`config.mk`:
```
export PLATFORM = sky130hd
export DESIGN_NAME = lfsr_ranged_random
export DESIGN_NICKNAME = d
export VERILOG_FILES = /design/src/rtl/lrr_pkg.sv /design/src/rtl/lrr_ctrl.sv /design/src/rtl/lrr_dp.sv /design/src/rtl/lfsr_ranged_random.sv
export VERILOG_INCLUDE_DIRS = /design/src /design/src/rtl
export SDC_FILE = /design/constraint.sdc
export NUM_CORES = 1
export LEC_CHECK = 0
export BUFFER_PORTS_ARGS = -buffer_cell sky130_fd_sc_hd__buf_2
export CAP_MARGIN = 10
export CELL_PAD_IN_SITES_DETAIL_PLACEMENT = 1
export CELL_PAD_IN_SITES_GLOBAL_PLACEMENT = 1
export CORE_MARGIN = 3
export CORE_UTILIZATION = 39
export CTS_BUF_LIST = sky130_fd_sc_hd__clkbuf_16
export CTS_CLUSTER_SIZE = 40
export DETAILED_ROUTE_END_ITERATION = 16
export PLACE_DENSITY_LB_ADDON = 0.1
export SLEW_MARGIN = 5
export SYNTH_ARGS = -nofsm -noshare
export SYNTH_HDL_FRONTEND = slang
export SYNTH_SLANG_ARGS = --single-unit
```
`constraint.sdc`:
```
create_clock -name clock -period 3 [get_ports clock]
set_input_delay 0 -clock clock [delete_from_list [all_inputs] [get_ports clock]]
set_output_delay 0 -clock clock [all_outputs]
set_load 0.01 [all_outputs]
```
`src/rtl/lfsr_ranged_random_defines.svh`:
```
// Assertion macros shared by the lfsr_ranged_random RTL.
`ifndef LFSR_RANGED_RANDOM_DEFINES_SVH
`define LFSR_RANGED_RANDOM_DEFINES_SVH
`ifndef SYNTHESIS
`define LRR_ASSERT(label, prop) \
   label: assert property (@(posedge clock) disable iff (reset) prop) \
      else $error("lfsr_ranged_random: assertion failed");
`define LRR_ASSERT_NEXT(label, ante, cons) \
   label: assert property (@(posedge clock) disable iff (reset) (ante) |=> (cons)) \
      else $error("lfsr_ranged_random: sequencing assertion failed");
`else
`define LRR_ASSERT(label, prop)
`define LRR_ASSERT_NEXT(label, ante, cons)
`endif
`endif

```
`src/rtl/lrr_pkg.sv`:
```
// Types and constants shared by the ranged LFSR random source.
package lrr_pkg;

   localparam int SEED_W  = 32;
   localparam int RANGE_W = 15;
   localparam int VALUE_W = 10;

   localparam logic [SEED_W-1:0] SEED_RESET  = 32'h3568_3568;
   localparam logic [SEED_W-1:0] SEED_ESCAPE = 32'h0000_30BE;

   localparam logic OP_DRAW = 1'b0;
   localparam logic OP_LOAD = 1'b1;

   // Commands from the controller to the datapath.
   typedef struct packed {
      logic accept;    // capture the incoming word
      logic step;      // one LFSR shift plus one remainder step
      logic last;      // final step of a draw
      logic load_rsp;  // move the finished result into the output register
   } lrr_cmd_type;

   // Status from the datapath to the controller.
   typedef struct packed {
      logic is_draw;   // incoming word is a draw with a nonzero range
   } lrr_sts_type;

endpackage

```
`src/rtl/lrr_ctrl.sv`:
```
// Controller state machine for the ranged LFSR random source.
`include "lfsr_ranged_random_defines.svh"
module lrr_ctrl
   import lrr_pkg::*;
#(
   parameter int ROUNDS = 9
) (
   input  logic        clock,
   input  logic        reset,
   input  logic        req_valid,
   output logic        req_ready,
   output logic        rsp_valid,
   input  logic        rsp_ready,
   input  lrr_sts_type sts,
   output lrr_cmd_type cmd
);

   localparam int CNT_W = (ROUNDS > 1) ? $clog2(ROUNDS) : 1;

   localparam logic [1:0] ST_IDLE = 2'd0;
   localparam logic [1:0] ST_RUN  = 2'd1;
   localparam logic [1:0] ST_DONE = 2'd2;

   logic [1:0]       state_ff, state_in;
   logic [CNT_W-1:0] cnt_ff, cnt_in;
   logic             rsp_valid_ff, rsp_valid_in;
   logic             last_step;

   assign last_step = (cnt_ff == CNT_W'(ROUNDS - 1));
   assign req_ready = (state_ff == ST_IDLE);
   assign rsp_valid = rsp_valid_ff;

   always_comb begin
      state_in     = state_ff;
      cnt_in       = cnt_ff;
      cmd          = '0;
      rsp_valid_in = rsp_valid_ff & ~rsp_ready;
      case (state_ff)
         ST_IDLE: begin
            if (req_valid) begin
               cmd.accept = 1'b1;
               cnt_in     = '0;
               state_in   = sts.is_draw ? ST_RUN : ST_DONE;
            end
         end
         ST_RUN: begin
            cmd.step = 1'b1;
            cmd.last = last_step;
            cnt_in   = cnt_ff + CNT_W'(1);
            if (last_step) begin
               state_in = ST_DONE;
            end
         end
         ST_DONE: begin
            // The output register is free once its word has been taken.
            if (!rsp_valid_ff || rsp_ready) begin
               cmd.load_rsp = 1'b1;
               rsp_valid_in = 1'b1;
               state_in     = ST_IDLE;
            end
         end
         default: begin
            state_in = ST_IDLE;
         end
      endcase
   end

   always_ff @(posedge clock) begin
      if (reset) begin
         state_ff     <= ST_IDLE;
         cnt_ff       <= '0;
         rsp_valid_ff <= 1'b0;
      end else begin
         state_ff     <= state_in;
         cnt_ff       <= cnt_in;
         rsp_valid_ff <= rsp_valid_in;
      end
   end

   `LRR_ASSERT(a_load_free, cmd.load_rsp |-> (!rsp_valid_ff || rsp_ready))
   `LRR_ASSERT_NEXT(a_draw_starts, cmd.accept && sts.is_draw, state_ff == ST_RUN && cnt_ff == '0)
   `LRR_ASSERT_NEXT(a_run_ends, state_ff == ST_RUN && last_step, state_ff == ST_DONE)
   `LRR_ASSERT(a_rsp_from_done, $rose(rsp_valid_ff) |-> $past(state_ff) == ST_DONE)

endmodule

```
`src/rtl/lrr_dp.sv`:
```
// Datapath: seed register, LFSR shift, bit-serial remainder and result register.
module lrr_dp
   import lrr_pkg::*;
(
   input  logic               clock,
   input  logic               reset,
   input  lrr_cmd_type        cmd,
   output lrr_sts_type        sts,
   input  logic               req_op,
   input  logic [RANGE_W-1:0] req_range_n,
   input  logic [SEED_W-1:0]  req_seed_in,
   output logic [VALUE_W-1:0] rsp_value,
   output logic               rsp_range_error,
   output logic [SEED_W-1:0]  rsp_seed_now
);

   logic [SEED_W-1:0]  seed_ff, seed_in;
   logic [RANGE_W-1:0] range_ff;
   logic [RANGE_W-1:0] rem_ff, rem_in;
   logic               draw_ff;
   logic               err_ff;
   logic [VALUE_W-1:0] value_ff;
   logic               range_error_ff;
   logic [SEED_W-1:0]  seed_now_ff;

   logic               fb;
   logic [SEED_W-1:0]  seed_shift;
   logic [RANGE_W:0]   rem_wide;
   logic [RANGE_W:0]   rem_diff;
   logic [RANGE_W:0]   value_sum;

   assign sts.is_draw = (req_op == OP_DRAW) && (req_range_n != '0);

   // The feedback bits come out first bit first, the same order in which a
   // restoring remainder consumes dividend bits, so no raw value is stored.
   assign fb         = seed_ff[0] ^ seed_ff[1] ^ seed_ff[2] ^ seed_ff[4]
                       ^ seed_ff[6] ^ seed_ff[31];
   assign seed_shift = {fb, seed_ff[SEED_W-1:1]};
   assign rem_wide   = {rem_ff, fb};
   assign rem_diff   = rem_wide - {1'b0, range_ff};
   assign value_sum  = {1'b0, rem_ff} + (RANGE_W+1)'(1);

   always_comb begin
      seed_in = seed_ff;
      rem_in  = rem_ff;
      if (cmd.accept) begin
         rem_in = '0;
         if (req_op == OP_LOAD) begin
            seed_in = req_seed_in;
         end
      end else if (cmd.step) begin
         seed_in = seed_shift;
         if (cmd.last && (seed_shift == '0)) begin
            seed_in = SEED_ESCAPE;
         end
         // The remainder stays below the range, so one compare keeps it reduced.
         if (rem_wide >= {1'b0, range_ff}) begin
            rem_in = rem_diff[RANGE_W-1:0];
         end else begin
            rem_in = rem_wide[RANGE_W-1:0];
         end
      end
   end

   always_ff @(posedge clock) begin
      if (reset) begin
         seed_ff <= SEED_RESET;
      end else begin
         seed_ff <= seed_in;
      end
   end

   always_ff @(posedge clock) begin
      rem_ff <= rem_in;
      if (cmd.accept) begin
         range_ff <= req_range_n;
         draw_ff  <= sts.is_draw;
         err_ff   <= (req_op == OP_DRAW) && (req_range_n == '0);
      end
      if (cmd.load_rsp) begin
         value_ff       <= draw_ff ? value_sum[VALUE_W-1:0] : '0;
         range_error_ff <= err_ff;
         seed_now_ff    <= seed_ff;
      end
   end

   assign rsp_value       = value_ff;
   assign rsp_range_error = range_error_ff;
   assign rsp_seed_now    = seed_now_ff;

endmodule

```
`src/rtl/lfsr_ranged_random.sv`:
```
// Ranged pseudo-random number source built on a 32-bit Fibonacci LFSR.
//
// A request word carries req_op, req_range_n and req_seed_in. A draw shifts the
// seed ROUNDS times and returns the low 10 bits of (raw mod req_range_n) + 1 on
// rsp_value; a load replaces the seed and returns zero. A draw with a zero range
// returns zero with rsp_range_error set and keeps the seed. Every word returns
// the seed as it stands after the word on rsp_seed_now.
// Both channels use valid/ready handshakes; one response word per request.
// A draw runs ROUNDS LFSR shifts, in each of which the bit-serial remainder
// unit also takes one bit, and then fills the output register; a load or a
// range error goes directly to filling the output register.
// One request is processed at a time: the next request is accepted only once
// the previous result has been moved into the output register.
// The result sits in an output register, so the next request is taken while
// a stalled response waits; a finished result then holds until it is free.
// Reset sets the seed to 0x35683568 and empties the output register.
module lfsr_ranged_random
   import lrr_pkg::*;
#(
   parameter int ROUNDS = 9
) (
   input  logic               clock,
   input  logic               reset,
   input  logic               req_valid,
   output logic               req_ready,
   input  logic               req_op,
   input  logic [RANGE_W-1:0] req_range_n,
   input  logic [SEED_W-1:0]  req_seed_in,
   output logic               rsp_valid,
   input  logic               rsp_ready,
   output logic [VALUE_W-1:0] rsp_value,
   output logic               rsp_range_error,
   output logic [SEED_W-1:0]  rsp_seed_now
);

   lrr_cmd_type cmd;
   lrr_sts_type sts;

   lrr_ctrl #(
      .ROUNDS(ROUNDS)
   ) u_ctrl (
      .clock     (clock),
      .reset     (reset),
      .req_valid (req_valid),
      .req_ready (req_ready),
      .rsp_valid (rsp_valid),
      .rsp_ready (rsp_ready),
      .sts       (sts),
      .cmd       (cmd)
   );

   lrr_dp u_dp (
      .clock           (clock),
      .reset           (reset),
      .cmd             (cmd),
      .sts             (sts),
      .req_op          (req_op),
      .req_range_n     (req_range_n),
      .req_seed_in     (req_seed_in),
      .rsp_value       (rsp_value),
      .rsp_range_error (rsp_range_error),
      .rsp_seed_now    (rsp_seed_now)
   );

endmodule
```
==> impl_metrics.ini <==
[routing]
wirelength_um = 15500
vias = 4595
drtIter0Drc = 270
via_per_inst = 5.35
ant_nets = 0
first_pass_iters = 4
met1_length_um = 6760
dr_wl_met3_um = 644
wl_per_cell_um = 18.1
wl_met2_um = 7790
route.detailed.drc = 0
top_layer = met4

[sta]
fin_crit_sh = 1.01
worst_slew_pin_slew_ns = 0.763
finalHoldViolations = 0
slew_violations = 0
setup_ws_ns = -0.0169
holdWs_ns = 0.0217
tns_ns = -0.0169
setup_viol = 1
fin_crit_ns = 3.02
clock_skew_ns = 0.00719
max_slew_margin = 0.491
fmax_mhz = 331
rsz0062_at_grt = true

[hold_path]
hold_path.class = primary input to flop

[setup_path]
endpoint_kind = flop
cp.required_ns = 3.28
cp-start-kind = flop
cp.arrival_ns = 3.30
critPathMaxStageDelay_ns = 0.34
cp_common_cell = xnor2_1
critPathMaxFanout = 6
path_class = flop to flop
path_cells = xor2_1 > xnor2_1 > xnor2_1 > ha_1 > inv_1 > ha_2 > inv_2 > fa_2 > a21o_1 > nand2_2 > o21ai_2 > nor2_2 > o311a_4 > buf_12 > mux2i_1 > o21ai_1
critPathSlowestCell = dfxtp_2

[yosys]
synth_top_cells_by_count = 67 x nand2_1, 60 x edfxtp_1, 54 x dfxtp_1, 35 x nor2_1, 29 x nand3_1
ys_async_sr_fraction = 0
synth_ff_type = edfxtp_1
yosysUniqueCellTypes = 52
postSynthCellCount = 515
syn_area_um2 = 5260
syn-num-nets = 587
synth_top_area_frac = 0.342
synth_area_leaders = edfxtp_1 34%, dfxtp_1 21%, nand2_1 4.8%
synth_area_leader_cell = edfxtp_1
yosysSeqAreaShare = 0.548
syn_avg_cell_area_um2 = 10.2
synth_edf_count = 60
yosysMostFrequentCell = nand2_1
ys_seq_elements = 114
yosys_warnings = 0

[flow_run]
maxCapViolations = 0

[floorplan]
die-area_um2 = 14900
start_util = 0.407
die_h_um = 122
die_x_um = 122
io_pins = 97
rows = 41
core_um2 = 12900

[clocking]
worst_skew_pair.late_latency_ns = 0.41
htreeDepth = 4
clock-root-buffer = clkbuf_16
numCtsBuffers = 17
clockBufferDepth = 2
cts_tree = yes
clk_pin_slew_ns = 0.06
cts.sinks = 114

[grt]
antenna_found_initial = 0
overflow = 0
grt_max_degree = 47
grt_pass1_vias = 4762
grtUsageTotal = 0.214
grt_pass1_wl_um = 24600

[status]
failed_checks = setup timing
status = finished, violations left

[pwr]
combPwrFrac = 0.153
switching_share = 0.266
power_mw = 4.47
switchingPower_mw = 1.19
clkPwrFrac = 0.435
p_leak_nw = 2.93
power_per_cell_area_nw_per_um2 = 618
ir_worst_vdd_mv = 0.301
internal_power_mw = 3.28
seq_power_share = 0.413

[placement]
portBuffers = 96
gp_congestion = 0.893
postPlaceCellArea_um2 = 5990
hpwl_um = 9980

[cells_and_area]
drive_gt1_frac = 0.253
area_growth_pct = 37.3
fin_area_um2 = 7220
nNetsFinal = 746
diodes = 0
-- layout make-up --
type	instances	area, um2
Clock inverter	15	145
Inverter	24	90.1
Sequential cell	114	2890
Multi-Input combinational cell	352	2290
Fill cell	1451	5710
Tap cell	172	215
Timing Repair Buffer	165	1170
Clock buffer	17	425
-- metal layers --
layer | vias to the layer above | GRT usage
met1 | 2252 | 0.273
li1 | 2202 | -
met2 | 113 | 0.361
met4 | 0 | 0.0763
met3 | 28 | 0.0413
met5 | - | 0
-- registers in the layout (all words and copies together) (netlist names), 2 cells and up --
name / flops
u_dp.seed_ff: 32
u_dp.rem_ff: 15
u_dp.rsp_seed_now: 32
u_ctrl.state_ff: 2
u_dp.range_ff: 15
u_dp.rsp_value: 10
u_ctrl.cnt_ff: 4
-- final timing paths --
kind,startpoint,to,slack [ns],cells after the start
hold / removal,req_seed_in[22],u_dp.seed_ff[22],0.02,4
setup / recovery,u_dp.seed_ff[4],u_dp.rem_ff[9],-0.02,16
setup reg to reg,u_dp.seed_ff[4],u_dp.rem_ff[9],-0.02,16
hold reg to reg,u_dp.err_ff,u_dp.rsp_range_error,0.42,0
-- critical path, delay by kind of cell, from the launching register on --
family	cells	cell delay [ns]
buf+inv	3	0.25
xor+xnor	3	0.47
simple gates	2	0.19
fa+ha+maj	3	0.79
mux	1	0.19
flops	1	0.34
compound gates	4	0.66
-- layout by cell type (no fill, tap or decap), types with 5 or more instances in the layout --
cell type	n
edfxtp_1	60
o21ai_1	11
clkbuf_16	18
mux2i_1	7
nand2b_1	7
buf_2	96
o211ai_1	5
clkinvlp_4	7
ha_1	18
a211o_1	9
a311oi_1	12
nand2_1	66
xor2_1	5
dfxtp_1	50
inv_1	22
o21ai_0	14
a21oi_1	26
nor3_1	5
dlygate4sd3_1	48
nor4_1	9
or3_1	7
xnor2_1	15
nand3_1	28
buf_4	18
nor2b_1	7
nor2_1	33
and2_1	7
-- cells by family after synthesis --
logic type / count (synthesis) / share of synthesized area
mux: 7 / 0.0133
flops: 114 / 0.548
compound gates: 117 / 0.150
simple gates: 187 / 0.167
buf+inv: 49 / 0.0376
fa+ha+maj: 20 / 0.0490
xor+xnor: 21 / 0.0350
-- metrics by stage --
step | cells | utilization | setup WS, ns
floorplan | 515 | - | 0.112
global placement | 774 | 0.464 | 0.0649
detailed placement | 774 | 0.464 | -0.0766
CTS | 856 | 0.552 | -0.00531
global route | 859 | 0.559 | -0.171
finish | 859 | 0.559 | -0.0169
-- power groups by stage --
stage	clock (mW)	sequential, mW	combinational (mW)
after global routing	2.04	1.85	0.761
final	1.94	1.84	0.682
after CTS	1.97	1.84	0.666
after floorplan	0	1.86	0.373
after global placement	0	1.86	0.577
after detailed placement	0	1.87	0.595
-- timing repair --
action                                 CTS  global route
setup endpoints to repair               11            15
pin swaps                                9            11
gates cloned                             1             1
hold buffers                            48             0
endpoints found under the hold margin   50             0
gates resized for setup                 15             7
buffers inserted                         1             2
(Power assumes the default switching activity.)
